File: config.mk
export PLATFORM = sky130hd
export DESIGN_NAME = hall_six_step_commutator
export DESIGN_NICKNAME = d
export VERILOG_FILES = /design/src/sv/hsc_pkg.sv /design/src/sv/hsc_divider.sv /design/src/sv/hsc_drive.sv /design/src/sv/hall_six_step_commutator.sv
export VERILOG_INCLUDE_DIRS = /design/src /design/src/sv
export SDC_FILE = /design/constraint.sdc
export NUM_CORES = 1
export LEC_CHECK = 0
export ABC_AREA = 1
export BUFFER_PORTS_ARGS = -buffer_cell sky130_fd_sc_hd__clkbuf_2
export CORE_ASPECT_RATIO = 1.1
export CORE_MARGIN = 8
export CORE_UTILIZATION = 25
export CTS_CLUSTER_DIAMETER = 60
export CTS_CLUSTER_SIZE = 30
export DETAILED_ROUTE_END_ITERATION = 10
export GPL_TIMING_DRIVEN = 0
export SLEW_MARGIN = 20
export SYNTH_ARGS = -nofsm -noshare
export SYNTH_HDL_FRONTEND = slang
export SYNTH_HIERARCHICAL = 1
export SYNTH_SLANG_ARGS = --single-unit
File: constraint.sdc
create_clock -name clk -period 9.5 [get_ports clk]
set_input_delay 0.95 -clock clk [delete_from_list [all_inputs] [get_ports clk]]
set_output_delay 0.95 -clock clk [all_outputs]
set_load 0.01 [all_outputs]
File: src/sv/assert_macros.svh
// shared assertion macros, sampled on clk and muted during reset
`ifndef ASSERT_MACROS_SVH
`define ASSERT_MACROS_SVH

// property that must hold at every edge
`define HSC_ASSERT(lbl, prop, msg) \
  lbl: assert property (@(posedge clk) disable iff (!rst_n) (prop)) \
    else $error(msg);

// condition at one edge implies another at the next edge
`define HSC_ASSERT_NEXT(lbl, pre, post, msg) \
  lbl: assert property (@(posedge clk) disable iff (!rst_n) (pre) |=> (post)) \
    else $error(msg);

`endif

File: src/sv/hsc_pkg.sv
package hsc_pkg;

  // build-time options
  localparam int DUTY_BITS    = 16;
  localparam int POLE_DIVISOR = 4;

  // speed = 60000 / (elapsed * POLE_DIVISOR), folded into one constant dividend
  localparam int SPEED_NUM    = 60000 / POLE_DIVISOR;
  localparam int DIV_BITS     = $clog2(SPEED_NUM + 1);
  localparam int DIV_CNT_W    = $clog2(DIV_BITS + 1);
  localparam int SPEED_SAT    = 4095;
  localparam int EDGE_MIN_MS  = 4;

  localparam logic [15:0] DUTY_MAX = 16'((32'd1 << DUTY_BITS) - 32'd1);

  // configuration register indexes
  localparam logic [1:0] CFG_DUTY   = 2'd0;
  localparam logic [1:0] CFG_OFFSET = 2'd1;
  localparam logic [1:0] CFG_DEAD   = 2'd2;

  // input beat
  typedef struct packed {
    logic        hall_a;
    logic        hall_b;
    logic        hall_c;
    logic [31:0] now_ms;
  } in_item_t;

  // result beat
  typedef struct packed {
    logic        a_high;
    logic [15:0] a_low_duty;
    logic        b_high;
    logic [15:0] b_low_duty;
    logic        c_high;
    logic [15:0] c_low_duty;
    logic [2:0]  step_now;
    logic [15:0] pause_us;
    logic [11:0] speed_rpm;
    logic        last_of_run;
  } out_item_t;

  // divider status toward the sequencer
  typedef struct packed {
    logic busy;
    logic done;
  } div_stat_t;

  // base step 1..6 from hall code abc, zero for the two invalid codes
  function automatic logic [2:0] code_step(input logic [2:0] code);
    logic [2:0] s;
    case (code)
      3'b101:  s = 3'd1;
      3'b100:  s = 3'd2;
      3'b110:  s = 3'd3;
      3'b010:  s = 3'd4;
      3'b011:  s = 3'd5;
      3'b001:  s = 3'd6;
      default: s = 3'd0;
    endcase
    return s;
  endfunction

  // remainder by six of a 9-bit value, reciprocal multiply 171/1024
  function automatic logic [2:0] mod6(input logic [8:0] t);
    logic [16:0] prod;
    logic [6:0]  q;
    logic [9:0]  qx6;
    logic [9:0]  r;
    prod = 17'(t) * 17'd171;
    q    = prod[16:10];
    qx6  = 10'(q) * 10'd6;
    r    = 10'(t) - qx6;
    return r[2:0];
  endfunction

endpackage

File: src/sv/hsc_divider.sv
module hsc_divider (
  input  logic              clk,
  input  logic              rst_n,
  input  logic              start,
  input  logic [31:0]       divisor,
  output hsc_pkg::div_stat_t stat,
  output logic [hsc_pkg::DIV_BITS-1:0] quotient
);
  import hsc_pkg::*;

  logic                 busy_r, busy_nxt;
  logic                 done_r, done_nxt;
  logic [DIV_CNT_W-1:0] cnt_r, cnt_nxt;
  logic [DIV_BITS-1:0]  rem_r, rem_nxt;
  logic [DIV_BITS-1:0]  quo_r, quo_nxt;
  logic [31:0]          dvs_r, dvs_nxt;
  logic [DIV_BITS:0]    shifted;
  logic                 fits;

  // one restoring step: shift next dividend bit in, compare, subtract
  assign shifted = {rem_r, quo_r[DIV_BITS-1]};
  assign fits    = 32'(shifted) >= dvs_r;

  always_comb begin
    busy_nxt = busy_r;
    done_nxt = 1'b0;
    cnt_nxt  = cnt_r;
    rem_nxt  = rem_r;
    quo_nxt  = quo_r;
    dvs_nxt  = dvs_r;
    if (start) begin
      busy_nxt = 1'b1;
      cnt_nxt  = DIV_CNT_W'(DIV_BITS);
      rem_nxt  = '0;
      quo_nxt  = DIV_BITS'(SPEED_NUM);
      dvs_nxt  = divisor;
    end else if (busy_r) begin
      rem_nxt = fits ? DIV_BITS'(32'(shifted) - dvs_r) : shifted[DIV_BITS-1:0];
      quo_nxt = {quo_r[DIV_BITS-2:0], fits};
      cnt_nxt = cnt_r - DIV_CNT_W'(1);
      if (cnt_r == DIV_CNT_W'(1)) begin
        busy_nxt = 1'b0;
        done_nxt = 1'b1;
      end
    end
  end

  always_ff @(posedge clk) begin
    if (!rst_n) begin
      busy_r <= 1'b0;
      done_r <= 1'b0;
      cnt_r  <= '0;
    end else begin
      busy_r <= busy_nxt;
      done_r <= done_nxt;
      cnt_r  <= cnt_nxt;
    end
    rem_r <= rem_nxt;
    quo_r <= quo_nxt;
    dvs_r <= dvs_nxt;
  end

  assign stat.busy = busy_r;
  assign stat.done = done_r;
  assign quotient  = quo_r;

endmodule

File: src/sv/hsc_drive.sv
module hsc_drive (
  input  logic [2:0]         step,
  input  logic [15:0]        duty,
  input  logic [15:0]        pause,
  input  logic [11:0]        speed,
  input  logic               last,
  output hsc_pkg::out_item_t item
);
  import hsc_pkg::*;

  logic [15:0] duty_eff;

  // clamp duty to the pwm resolution
  assign duty_eff = (duty > DUTY_MAX) ? DUTY_MAX : duty;

  // one high side on, one low side at duty, per commutation step 1..6, all off for any other step
  always_comb begin
    item             = '0;
    item.step_now    = step;
    item.pause_us    = pause;
    item.speed_rpm   = speed;
    item.last_of_run = last;
    case (step)
      3'd1: begin
        item.a_high     = 1'b1;
        item.b_low_duty = duty_eff;
      end
      3'd2: begin
        item.a_high     = 1'b1;
        item.c_low_duty = duty_eff;
      end
      3'd3: begin
        item.b_high     = 1'b1;
        item.c_low_duty = duty_eff;
      end
      3'd4: begin
        item.b_high     = 1'b1;
        item.a_low_duty = duty_eff;
      end
      3'd5: begin
        item.c_high     = 1'b1;
        item.a_low_duty = duty_eff;
      end
      3'd6: begin
        item.c_high     = 1'b1;
        item.b_low_duty = duty_eff;
      end
      default: begin
        item.step_now = step;
      end
    endcase
  end

endmodule

File: src/sv/hall_six_step_commutator.sv
// Six-step BLDC commutator driven by hall samples. Each input beat is one hall
// sample with a millisecond timestamp; it yields one drive beat, preceded by an
// all-off dead-time beat when dead time is enabled and the hall code is valid and changed.
// The first result beat is shown in the cycle after the sample is accepted; when
// a hall A rising edge updates the speed, it first waits for the bit-serial
// divider that forms 60000 / (period * POLE_DIVISOR). No new sample is taken
// until the last result beat of the current one has been accepted, and the next
// one can be taken in the cycle after that. Configuration writes are only allowed
// while the block is idle.
`include "assert_macros.svh"

module hall_six_step_commutator (
  input  logic               clk,
  input  logic               rst_n,
  input  logic               in_valid,
  output logic               in_stall,
  input  hsc_pkg::in_item_t  in_data,
  output logic               out_valid,
  input  logic               out_stall,
  output hsc_pkg::out_item_t out_data,
  input  logic               cfg_we,
  input  logic [1:0]         cfg_idx,
  input  logic [15:0]        cfg_wdata
);
  import hsc_pkg::*;

  localparam logic [1:0] ST_IDLE = 2'd0;
  localparam logic [1:0] ST_DIV  = 2'd1;
  localparam logic [1:0] ST_EMIT = 2'd2;

  logic [1:0]  state_r, state_nxt;
  logic [15:0] duty_r, duty_nxt;
  logic [7:0]  offset_r, offset_nxt;
  logic [15:0] dead_r, dead_nxt;
  logic [2:0]  held_step_r, held_step_nxt;
  logic [2:0]  prev_halls_r, prev_halls_nxt;
  logic        prev_a_r, prev_a_nxt;
  logic [31:0] edge_time_r, edge_time_nxt;
  logic [11:0] speed_r, speed_nxt;
  logic        pause_r, pause_nxt;

  logic        in_acc;
  logic        out_acc;
  logic [2:0]  code;
  logic [2:0]  base;
  logic [8:0]  step_sum;
  logic [31:0] elapsed;
  logic        speed_edge;
  logic        div_start;
  div_stat_t   div_stat;
  logic [DIV_BITS-1:0] div_quo;

  assign in_stall  = (state_r != ST_IDLE);
  assign out_valid = (state_r == ST_EMIT);
  assign in_acc    = in_valid && !in_stall;
  assign out_acc   = out_valid && !out_stall;

  // step decode; +132 keeps the sum positive and is a multiple of six
  assign code     = {in_data.hall_a, in_data.hall_b, in_data.hall_c};
  assign base     = code_step(code);
  assign step_sum = 9'(base) - 9'd1 + {offset_r[7], offset_r} + 9'd132;

  // speed update on a hall a rising edge after the minimum period
  assign elapsed    = in_data.now_ms - edge_time_r;
  assign speed_edge = in_data.hall_a && !prev_a_r && (elapsed > 32'(EDGE_MIN_MS));
  assign div_start  = in_acc && speed_edge;

  hsc_divider u_div (
    .clk      (clk),
    .rst_n    (rst_n),
    .start    (div_start),
    .divisor  (elapsed),
    .stat     (div_stat),
    .quotient (div_quo)
  );

  // sequencer and state update
  always_comb begin
    state_nxt      = state_r;
    duty_nxt       = duty_r;
    offset_nxt     = offset_r;
    dead_nxt       = dead_r;
    held_step_nxt  = held_step_r;
    prev_halls_nxt = prev_halls_r;
    prev_a_nxt     = prev_a_r;
    edge_time_nxt  = edge_time_r;
    speed_nxt      = speed_r;
    pause_nxt      = pause_r;

    if (cfg_we) begin
      case (cfg_idx)
        CFG_DUTY:   duty_nxt   = cfg_wdata;
        CFG_OFFSET: offset_nxt = cfg_wdata[7:0];
        CFG_DEAD:   dead_nxt   = cfg_wdata;
        default:    duty_nxt   = duty_r;
      endcase
    end

    case (state_r)
      ST_IDLE: begin
        if (in_acc) begin
          prev_a_nxt = in_data.hall_a;
          if (base != 3'd0) begin
            held_step_nxt = mod6(step_sum) + 3'd1;
            if ((dead_r != 16'd0) && (code != prev_halls_r)) begin
              pause_nxt      = 1'b1;
              prev_halls_nxt = code;
            end
          end
          if (speed_edge) begin
            edge_time_nxt = in_data.now_ms;
            state_nxt     = ST_DIV;
          end else begin
            state_nxt = ST_EMIT;
          end
        end
      end
      ST_DIV: begin
        if (div_stat.done) begin
          speed_nxt = (32'(div_quo) > 32'(SPEED_SAT)) ? 12'(SPEED_SAT) : 12'(div_quo);
          state_nxt = ST_EMIT;
        end
      end
      ST_EMIT: begin
        if (out_acc) begin
          if (pause_r) begin
            pause_nxt = 1'b0;
          end else begin
            state_nxt = ST_IDLE;
          end
        end
      end
      default: begin
        state_nxt = ST_IDLE;
      end
    endcase
  end

  always_ff @(posedge clk) begin
    if (!rst_n) begin
      state_r      <= ST_IDLE;
      duty_r       <= '0;
      offset_r     <= '0;
      dead_r       <= '0;
      held_step_r  <= '0;
      prev_halls_r <= '0;
      prev_a_r     <= 1'b0;
      edge_time_r  <= '0;
      speed_r      <= '0;
      pause_r      <= 1'b0;
    end else begin
      state_r      <= state_nxt;
      duty_r       <= duty_nxt;
      offset_r     <= offset_nxt;
      dead_r       <= dead_nxt;
      held_step_r  <= held_step_nxt;
      prev_halls_r <= prev_halls_nxt;
      prev_a_r     <= prev_a_nxt;
      edge_time_r  <= edge_time_nxt;
      speed_r      <= speed_nxt;
      pause_r      <= pause_nxt;
    end
  end

  // result beat: dead-time pause first, then the drive
  hsc_drive u_drive (
    .step  (pause_r ? 3'd0 : held_step_r),
    .duty  (duty_r),
    .pause (pause_r ? dead_r : 16'd0),
    .speed (speed_r),
    .last  (!pause_r),
    .item  (out_data)
  );

  // checks
  `HSC_ASSERT_NEXT(a_busy_after_accept, in_valid && !in_stall, in_stall, "accept did not start work")
  `HSC_ASSERT(a_no_overlap, !(out_valid && !in_stall), "result shown while taking input")
  `HSC_ASSERT(a_div_idle_on_emit, !(out_valid && div_stat.busy), "result shown before speed ready")
  `HSC_ASSERT(a_pause_all_off, !(out_valid && pause_r && (out_data.step_now != 3'd0 || out_data.last_of_run)), "pause beat not all off")

endmodule
-- After elaboration in Yosys (flattened, before gate mapping)
Index checks and enable logic that the tools add are counted.
W data, S select, Z words.
- bits in registers: 160
- bits in latches: 0
- memory bits (writable): 0
- ROM bits: 0
- bits of input ports: 58
- logic and storage cells: 121
- memories: 0
- $add $sub $neg: 8
- multiply operators: 2
- div/mod/pow operators: 0
- magnitude comparators: 4
- equality and inequality tests: 24
- shift operators: 0
- mux-type cells: 29
- bitwise gates (word level): 2
- reduce and logical (&&, ||, !) cells: 35
- operator list (kind ; number):
    $mux W16 ; 5
    $ge A15 B32 Y1 ; 1
    $gt A32 B3 Y1 const B ; 1
    $sub A32 B32 Y32 ; 1
    $eq A3 B3 Y1 const B ; 6
    $pmux W3 S6 ; 1
    $mul A9 B8 Y17 const B ; 1
    $gt A16 B16 Y1 const B ; 1
    $reduce_bool A16 Y1 ; 1
    $gt A14 B12 Y1 const B ; 1
    $mux W14 ; 1
    $reduce_or A2 Y1 ; 7
    $sub A14 B14 Y14 ; 1
    $eq A3 B2 Y1 const B ; 4
    $mux W12 ; 1
    $mux W1 ; 11
    $mux W2 ; 5
    $reduce_and A2 Y1 ; 5
    $add A4 B8 Y9 ; 1
    $add A9 B8 Y9 const B ; 1
    $mux W4 ; 2
    $ne A2 B2 Y1 const B ; 4
    $reduce_and A4 Y1 ; 2
    $mul A7 B2 Y2 const B ; 1
    other kinds (22) ; 39

-- Logic depth before layout (Yosys ltp)
Gate-level depths: netlist of run 1.
- depth in word-level cells: 9
- mapped depth: 35
- mapped depth without buffers: 35

-- Cells and area by module
The synthesis of run 1 kept the hierarchy.
- modules (own cells, without submodules) (module ; instances ; cells an instance ; area an instance (um^2) ; seq. area each (um^2)):
    hall_six_step_commutator ; 1 ; 1397 ; 8465.6 ; 1881.8
    hsc_divider ; 1 ; 451 ; 3562.2 ; 1641.6
    hsc_drive ; 1 ; 114 ; 635.6 ; 0.0

-- Worst setup path after synthesis of run 1
No wires, ideal clock.
- path type: input-to-reg
- start: input in_data[34] (netlist bit)
- end: register held_step_r[2]
- library setup time: 0.127 ns
- data arrival time: 6.057 ns
- required time: 9.373 ns
- path slack: 3.316 ns
- stages: 26
- path buffers: 0
- path through: inv_1 -> o21ai_0 -> ha_1 -> ha_1 -> o21ai_0 -> xnor2_1 -> ha_1 -> inv_1 -> fa_1 -> fa_1 -> fa_1 -> inv_1 -> ha_1 -> a21oi_1 -> o31a_1 -> nand2_1 -> nand2_1 -> nand2_1 -> ha_1 -> inv_1 -> ha_1 -> xor2_1 -> xnor2_1 -> nand3_1 -> nand2_1 -> a21oi_1
- longest elaborated chain between the ends: 9
- ends and longest elaborated chain (element ; line ; RTL):
    from (decl) ; hall_six_step_commutator.sv:17 ; input hsc_pkg::in_item_t in_data,
    $eq A3 B1 Y1, or another cell as far along ; hsc_pkg.sv:52 ; case (code)
    $pmux W3 S6 (*) ; hsc_pkg.sv:52 ;
    $sub A3 B1 Y4 ; hall_six_step_commutator.sv:61 ; assign step_sum = 9'(base) - 9'd1 + {offset_r[7], offset_r} + 9'd132;
    $add A4 B8 Y9 ; hall_six_step_commutator.sv:61 ;
    $add A9 B8 Y9 ; hall_six_step_commutator.sv:61 ;
    $mul A9 B8 Y17 ; hsc_pkg.sv:70 ; prod = 17'(t) * 17'd171;
    $mul A7 B2 Y2 ; hsc_pkg.sv:72 ; qx6 = 10'(q) * 10'd6;
    $sub A3 B3 Y3 ; hsc_pkg.sv:73 ; r = 10'(t) - qx6;
    $add A3 B1 Y3 ; hall_six_step_commutator.sv:104 ; held_step_nxt = mod6(step_sum) + 3'd1;
    to (signal assigned) ; hall_six_step_commutator.sv:156 ; held_step_r <= held_step_nxt;
    to (decl) ; hall_six_step_commutator.sv:35 ; logic [2:0] held_step_r, held_step_nxt;
Every way passes the cells marked *; elsewhere a longest branch is shown, timed or not.
A chain may end at the register's enable or synchronous reset.

-- Worst setup path in the final report of run 1
Ends and elaborated chain as after synthesis.

==> key figures, run 1 <==
Global route
  • Remaining global-route overflow: 0
  • First-pass GRT wire length: roughly 57000 um
  • Pin count of the biggest net entering global routing: 35
  • GRT Util Overall: roughly an eighth
  • Initial antenna violation count: 2
  • Vias in the first global route: approximately 11000

Worst setup path
  • Critical R2R Launch: offset_r[2]$_SDFFE_PN0P_
  • Worst-path fanout max: 6
  • Crit path from: in_data[34]
  • RR Endpoint: held_step_r[2]$_SDFFE_PN0P_
  • Most common cell on crit path: ha_1
  • CP startpoint kind: input pin
  • Crit-path slowest cell: fa_1
  • Critical path class: input pin to flip-flop
  • Worst Reg-to-Reg Cells: 28
  • Slowest stage delay, CP: approximately 550 ps
  • Arrival time worst endpoint: roughly 6900 ps
  • Worst EP required: 9830 ps
  • Setup slack, reg-to-reg: approximately 3700 ps
  • CP endpoint kind: flip-flop
  • Critical Path Sink: held_step_r[2]$_SDFFE_PN0P_

Finish
  • Nets: around 2300
  • Final-layout fill cell count: between 5000 and 6000
  • Commonest cells after routing, fill and taps aside: 490 x nand2_1, 448 x inv_1, 183 x nor2_1, 142 x clkbuf_2, 128 x dfxtp_1
  • Final std cells w/o fill: ~2800
  • Sequential Area: 0.00352 sq mm
  • Area occupied by multi-input gates: about 0.0069 sq mm
  • Share of post-route cells with drive strength above 1: between 10% and 20%
  • Synth-to-Final Area Change: 16.9%
  • Commonest non-fill, non-tap cell in the layout: nand2_1

CTS
  • Clk_lat worst skew: between 400 and 500 ps
  • Hold buffers post-CTS: 0
  • Post-cts sizing count: 0
  • Clk buf depth: 2
  • CTS sink count: 160
  • Root Driver: clkbuf_16
  • CTS H-tree lvls: 4
  • Post-CTS Setup Repair Bufs: 0
  • Cts bufs inserted: 17
  • CTS tree: done
  • Clock Pin Slew Worst Setup and Hold Paths: around 70 ps

Place
  • Dpl hpwl: 28500 um
  • Port bufs: roughly 140
  • Placed insts: roughly 2800
  • GPL Wtd Cong: between 0.8 and 0.9

STA
  • Maximum clock rate: between 150 and 200 MHz
  • Sum Neg Setup Slack: 0 ps
  • Final setup vio count: 0
  • Slew Limit Fails: 0
  • Hold Vio Cnt, Final: 0
  • Min Tclk post-route: 6570 ps
  • Max-Slew Margin vs Limit: a little under 30%
  • Worst-margin pin slew: between 1000 and 1500 ps
  • Final Cycle Share: roughly 69%
  • RSZ-0062 raised after global routing: false
  • Final Skew: about 16 ps

Pwr
  • PD cells: between 150 and 200 mW/mm^2
  • Max IR drop VDD: about 0.00020 V
  • Leakage Power: 8.01 nW

Die
  • Die width: roughly 230 um
  • Core area: roughly 0.050 sq mm
  • Initial Utilization: between 20% and 30%
  • Die Footprint: roughly 0.058 sq mm
  • # rows: 86
  • Die Y: roughly 250 um
  • Num ports: about 140

Detailed routing
  • Router iterations before antenna repair: 5
  • Detail Route Antenna Nets: 0
  • Wire per inst: roughly 12 um
  • Drt total wl: 34500 um
  • Vias: about 12000
  • DRT iter0 DRCs: between 700 and 800
  • DRC viols: 0
  • Vias/cell: 4.20

Logic synthesis
  • Syn Std Cell Area: 0.0127 sq mm
  • Net Count, Synth: about 2100
  • Synth Instances: 1961
  • Synthesized area per cell: about 6.5 sq um
  • Yosys warnings: 6

Run status
  • Status: finished, final reports clean

Run
  • Max cap viols: 0

Min path
  • Min-Delay Path Class: flip-flop to flip-flop
-- through the flow --
step	hold WS, ps	instance area, sq um	total power (W)	setup slack (ps)	util (%)
2_1_floorplan	435	12700	0.00178	3320	-
3_3_place_gp	445	14200	0.00207	2420	28.4
3_5_place_dp	447	14200	0.00208	2410	28.4
4_1_cts	459	14800	0.00278	2890	29.6
5_1_grt	486	14800	0.00301	2410	29.6
6_report	457	14800	0.00275	2930	29.6
-- worst min path at each step --
stage	from	to	slack [ps]	cells past startpoint
2_1_floorplan	prev_halls_r[2]$_SDFFE_PN0P_	prev_halls_r[2]$_SDFFE_PN0P_	440	2
3_3_place_gp	prev_halls_r[0]$_SDFFE_PN0P_	prev_halls_r[0]$_SDFFE_PN0P_	450	2
3_5_place_dp	prev_halls_r[1]$_SDFFE_PN0P_	prev_halls_r[1]$_SDFFE_PN0P_	450	2
4_1_cts	prev_halls_r[1]$_SDFFE_PN0P_	prev_halls_r[1]$_SDFFE_PN0P_	460	2
5_1_grt	dead_r[6]$_SDFFE_PN0P_	dead_r[6]$_SDFFE_PN0P_	490	2
6_report	prev_halls_r[2]$_SDFFE_PN0P_	prev_halls_r[2]$_SDFFE_PN0P_	460	2
-- power breakdown --
| group | internal [W] | switching [W] | total [W] |
|---|---|---|---|
| sequential | 0.000779 | 0.0000441 | 0.000823 |
| combinational | 0.000468 | 0.000763 | 0.00123 |
| clock | 0.000353 | 0.000338 | 0.000691 |
| total | 0.00160 | 0.00115 | 0.00275 |
-- worst max-delay path, delay by kind of cell --
kind	cells	cell delay, ps
AO/OA/AOI/OAI	5	970
XOR/XNOR	3	870
adder cells (fa/ha/maj)	9	3280
buffers and inverters	5	470
AND/OR/NAND/NOR	5	400
-- registers in the layout (all words and copies together), names as in the netlist, 2 cells and up --
signal and flops:
u_div/rem_r 14, dead_r 16, u_div/quotient 14, state_r 2
held_step_r 3, prev_halls_r 3, edge_time_r 32, duty_r 16
speed_r 12, u_div/dvs_r 32, offset_r 8, u_div/cnt_r 4
-- layer usage --
layer  wire (um)  GRT usage (%)  vias up  share of wire [%]
met5          13              0        -              0.038
met4         933           4.78        2                2.7
met3        1280           2.10       41                3.7
met2       15600           19.6      172                 45
met1       16600           15.4     5232                 48
li1            -              -     6303                  -
-- layout make-up --
class,instances,area share [%]
tap,660,5.58
sequential,160,23.8
clock buffer,17,2.88
timing repair buffer,142,4.80
multi-input combinational,1255,46.3
antenna,1,0.0169
buffer,83,3.66
clock inverter,15,1.16
inverter,463,11.7
Power figures use the tool's default switching activity.
==> run 2: changes to the inputs <==
--- a/config.mk
+++ b/config.mk
@@ -6,7 +6,7 @@
 export SDC_FILE = /design/constraint.sdc
 export NUM_CORES = 1
 export LEC_CHECK = 0
-export ABC_AREA = 1
+export ABC_AREA = 0
 export BUFFER_PORTS_ARGS = -buffer_cell sky130_fd_sc_hd__clkbuf_2
 export CORE_ASPECT_RATIO = 1.1
 export CORE_MARGIN = 8
==> constraint.sdc (replaced) <==
create_clock -name clk -period 5.6 [get_ports clk]
set_input_delay 0.56 -clock clk [delete_from_list [all_inputs] [get_ports clk]]
set_output_delay 0.56 -clock clk [all_outputs]
set_load 0.01 [all_outputs]
==> key figures, run 2 <==
Run status
  • Status: finished, violations left (was finished, final reports clean)
  • Failing checks: negative setup slack

Place
  • Port bufs: 141 (was 142)
  • GPL Wtd Cong: 0.849 (was 0.845)
  • Dpl hpwl: 25100 um (was 28500 um)
  • Area after DPL: 0.0130 sq mm (was 0.0142 sq mm)

Logic synthesis
  • Synthesized area per cell: 8.53 sq um (was 6.45 sq um)
  • Synth Instances: 1350 (was 1961)
  • Syn Std Cell Area: 0.0115 sq mm (was 0.0127 sq mm)
  • Net Count, Synth: 1514 (was 2125)
  • Yosys warnings: 6 (unchanged)

Pwr
  • Sw Share: 36.8% (was 41.7%)
  • Leakage Power: 5.86 nW (was 8.01 nW)
  • PD cells: 333 mW/mm^2 (was 186 mW/mm^2)
  • Sw Pwr: 0.00170 W (was 0.00115 W)
  • Internal cell power: 0.00293 W (was 0.00160 W)
  • Max IR drop VDD: 0.000216 V (was 0.000200 V)
  • Flop pwr share: 28.9% (was 30.0%)
  • Combinational share of power: 45.8% (was 44.8%)
  • Clk pwr share: 25.3% (was 25.2%)

Global route
  • GRT Util Overall: 11.7% (was 11.9%)
  • First-pass GRT wire length: 50400 um (was 56700 um)
  • Remaining global-route overflow: 0 (unchanged)
  • Initial antenna violation count: 0 (was 2)
  • Vias in the first global route: 9733 (was 11117)
  • Pin count of the biggest net entering global routing: 48 (was 35)

Worst setup path
  • CP startpoint kind: input pin (unchanged)
  • Worst EP required: 5910 ps (was 9830 ps)
  • Slowest stage delay, CP: 510 ps (was 550 ps)
  • Most common cell on crit path: xnor2_1 (was ha_1)
  • CP endpoint kind: flip-flop (unchanged)
  • Worst Reg-to-Reg Cells: 29 (was 28)
  • Crit-path slowest cell: fa_1 (unchanged)
  • Critical path class: input pin to flip-flop (unchanged)
  • Arrival time worst endpoint: 6660 ps (was 6910 ps)
  • Worst-path fanout max: 8 (was 6)

Die
  • Num ports: 143 (unchanged)
  • # rows: 82 (was 86)
  • Die Footprint: 0.0532 sq mm (was 0.0581 sq mm)
  • Initial Utilization: 25.3% (about the same)
  • Die Y: 241 um (was 252 um)
  • Die width: 221 um (was 231 um)
  • Core area: 0.0456 sq mm (was 0.0500 sq mm)

Detailed routing
  • Router iterations before antenna repair: 7 (was 5)
  • DRC viols: 0 (unchanged)
  • Wire per inst: 14.8 um (was 12.3 um)
  • Drt total wl: 31400 um (was 34500 um)
  • DRT iter0 DRCs: 541 (was 733)
  • Vias: 9856 (was 11750)
  • Vias/cell: 4.64 (was 4.20)
  • Detail Route Antenna Nets: 0 (unchanged)

STA
  • Min Tclk post-route: 6340 ps
  • Final Skew: 13.4 ps (was 16.3 ps)
  • Worst-margin pin slew: 944 ps (was 1050 ps)
  • Final Cycle Share: 113%
  • Max-Slew Margin vs Limit: 37.0% (was 29.6%)
  • Maximum clock rate: 158 MHz
  • Hold Vio Cnt, Final: 0 (unchanged)
  • RSZ-0062 raised after global routing: true (was false)
  • Worst setup slack after layout: -745 ps (was 2930 ps)
  • Sum Neg Setup Slack: -745 ps (was 0 ps)
  • Fin Hold WS: 374 ps (was 457 ps)
  • Slew Limit Fails: 0 (unchanged)
  • Final setup vio count: 1 (was 0)

CTS
  • Clk buf depth: 2 (unchanged)
  • Clk_lat worst skew: 430 ps (was 470 ps)
  • CTS H-tree lvls: 4 (unchanged)
  • CTS sink count: 160 (unchanged)
  • Hold buffers post-CTS: 0 (unchanged)
  • Cts bufs inserted: 17 (unchanged)
  • CTS tree: done (unchanged)
  • Root Driver: clkbuf_16 (unchanged)
  • Clock Pin Slew Worst Setup and Hold Paths: 70 ps (about the same)

Run
  • Max cap viols: 0 (unchanged)

Finish
  • Synth-to-Final Area Change: 21.1% (was 16.9%)
  • Top flop regs: edge_time_r (32), u_div/dvs_r (32) (unchanged)
  • Share of post-route cells with drive strength above 1: 21.1% (was 14.5%)
  • Post-route cell area: 0.0139 sq mm (was 0.0148 sq mm)
  • Final-layout fill cell count: 4888 (was 5606)
  • Nets: 1687 (was 2286)
  • Commonest non-fill, non-tap cell in the layout: nand2_1 (unchanged)
  • Commonest cells after routing, fill and taps aside: 207 x nand2_1, 142 x clkbuf_2, 128 x dfxtp_1, 112 x inv_1, 82 x ha_1 (was 490 x nand2_1, 448 x inv_1, 183 x nor2_1, 142 x clkbuf_2, 128 x dfxtp_1)

Min path
  • Cells on Worst Hold Path: 3 (was 2)
  • Min-Delay Path Class: input pin to flip-flop (was flip-flop to flip-flop)
[run 2: changes by cell type in the layout (fill, tap and decap cells not counted), sizes merged, moves of 19 or more]
cell	delta
o21ai	-19
a21boi	+38
a211oi	+19
and2	+51
nor2b	+24
nor2	-135
nand4	-48
xnor2	+19
mux2i	+62
inv	-342
nand2	-313
a21oi	-34
nand3	-97
[run 2: final timing paths]
check,slack (ps),end,from
min reg2reg,460,edge_time_r[3]$_SDFFE_PN0P_,edge_time_r[3]$_SDFFE_PN0P_
max reg2reg,-590,held_step_r[2]$_SDFFE_PN0P_,offset_r[1]$_SDFFE_PN0P_
min,370,edge_time_r[0]$_SDFFE_PN0P_,in_data[0]
max,-740,held_step_r[2]$_SDFFE_PN0P_,in_data[34]
[run 2: worst max-delay path: cells and delay by family]
| kind | cells | cell delay (ps) |
|---|---|---|
| AO/OA/AOI/OAI | 5 | 540 |
| XOR/XNOR | 9 | 1480 |
| adder cells (fa/ha/maj) | 10 | 3370 |
| buffers and inverters | 8 | 650 |
| AND/OR/NAND/NOR | 1 | 50 |
[run 2: layer usage]
layer / part of all wire [%] / wire (um) / vias to the layer above / GRT usage, %
met5: 0 / 0 / - / 0
met4: 1.9 / 587 / 0 / 3.72
met3: 3.9 / 1230 / 34 / 1.80
met2: 49 / 15400 / 203 / 20.4
met1: 45 / 14200 / 4607 / 14.5
li1: - / - / 5012 / -
[run 2: what timing repair did]
item                                    CTS  global route
pin swaps                                37            32
endpoints found under the hold margin     0             0
setup buffers                             8             5
endpoints found under the setup margin    2             2
gates resized for setup                  26            17
cloned                                    0             0
[run 2: power by group through the flow]
stage / clock network (W) / registers, W / logic, W
global route: 0.00125 / 0.00135 / 0.00236
global placement: 0 / 0.00136 / 0.00181
detailed placement: 0 / 0.00136 / 0.00186
finish: 0.00117 / 0.00134 / 0.00212
CTS: 0.00121 / 0.00134 / 0.00199
floorplan: 0 / 0.00134 / 0.00145
[run 2: metrics by stage]
step                util [%]  std cells  setup WS (ps)  power (W)
finish                  30.6       2125           -745    0.00464
floorplan                  -       1350           -689    0.00279
CTS                     30.4       2119           -649    0.00454
detailed placement      28.6       2079          -1460    0.00322
global placement        28.6       2079          -1400    0.00317
global route            30.6       2124           -995    0.00496
[run 2: cell type report]
class	count	area (sq um)	area share, %
clock buffer	21	482	3.46
clock inverter	11	115	0.826
tap	588	736	5.28
antenna	1	2.50	0.0179
buffer	94	612	4.39
inverter	120	450	3.23
timing repair buffer	154	816	5.85
sequential	160	3520	25.3
multi-input combinational	976	7210	51.7
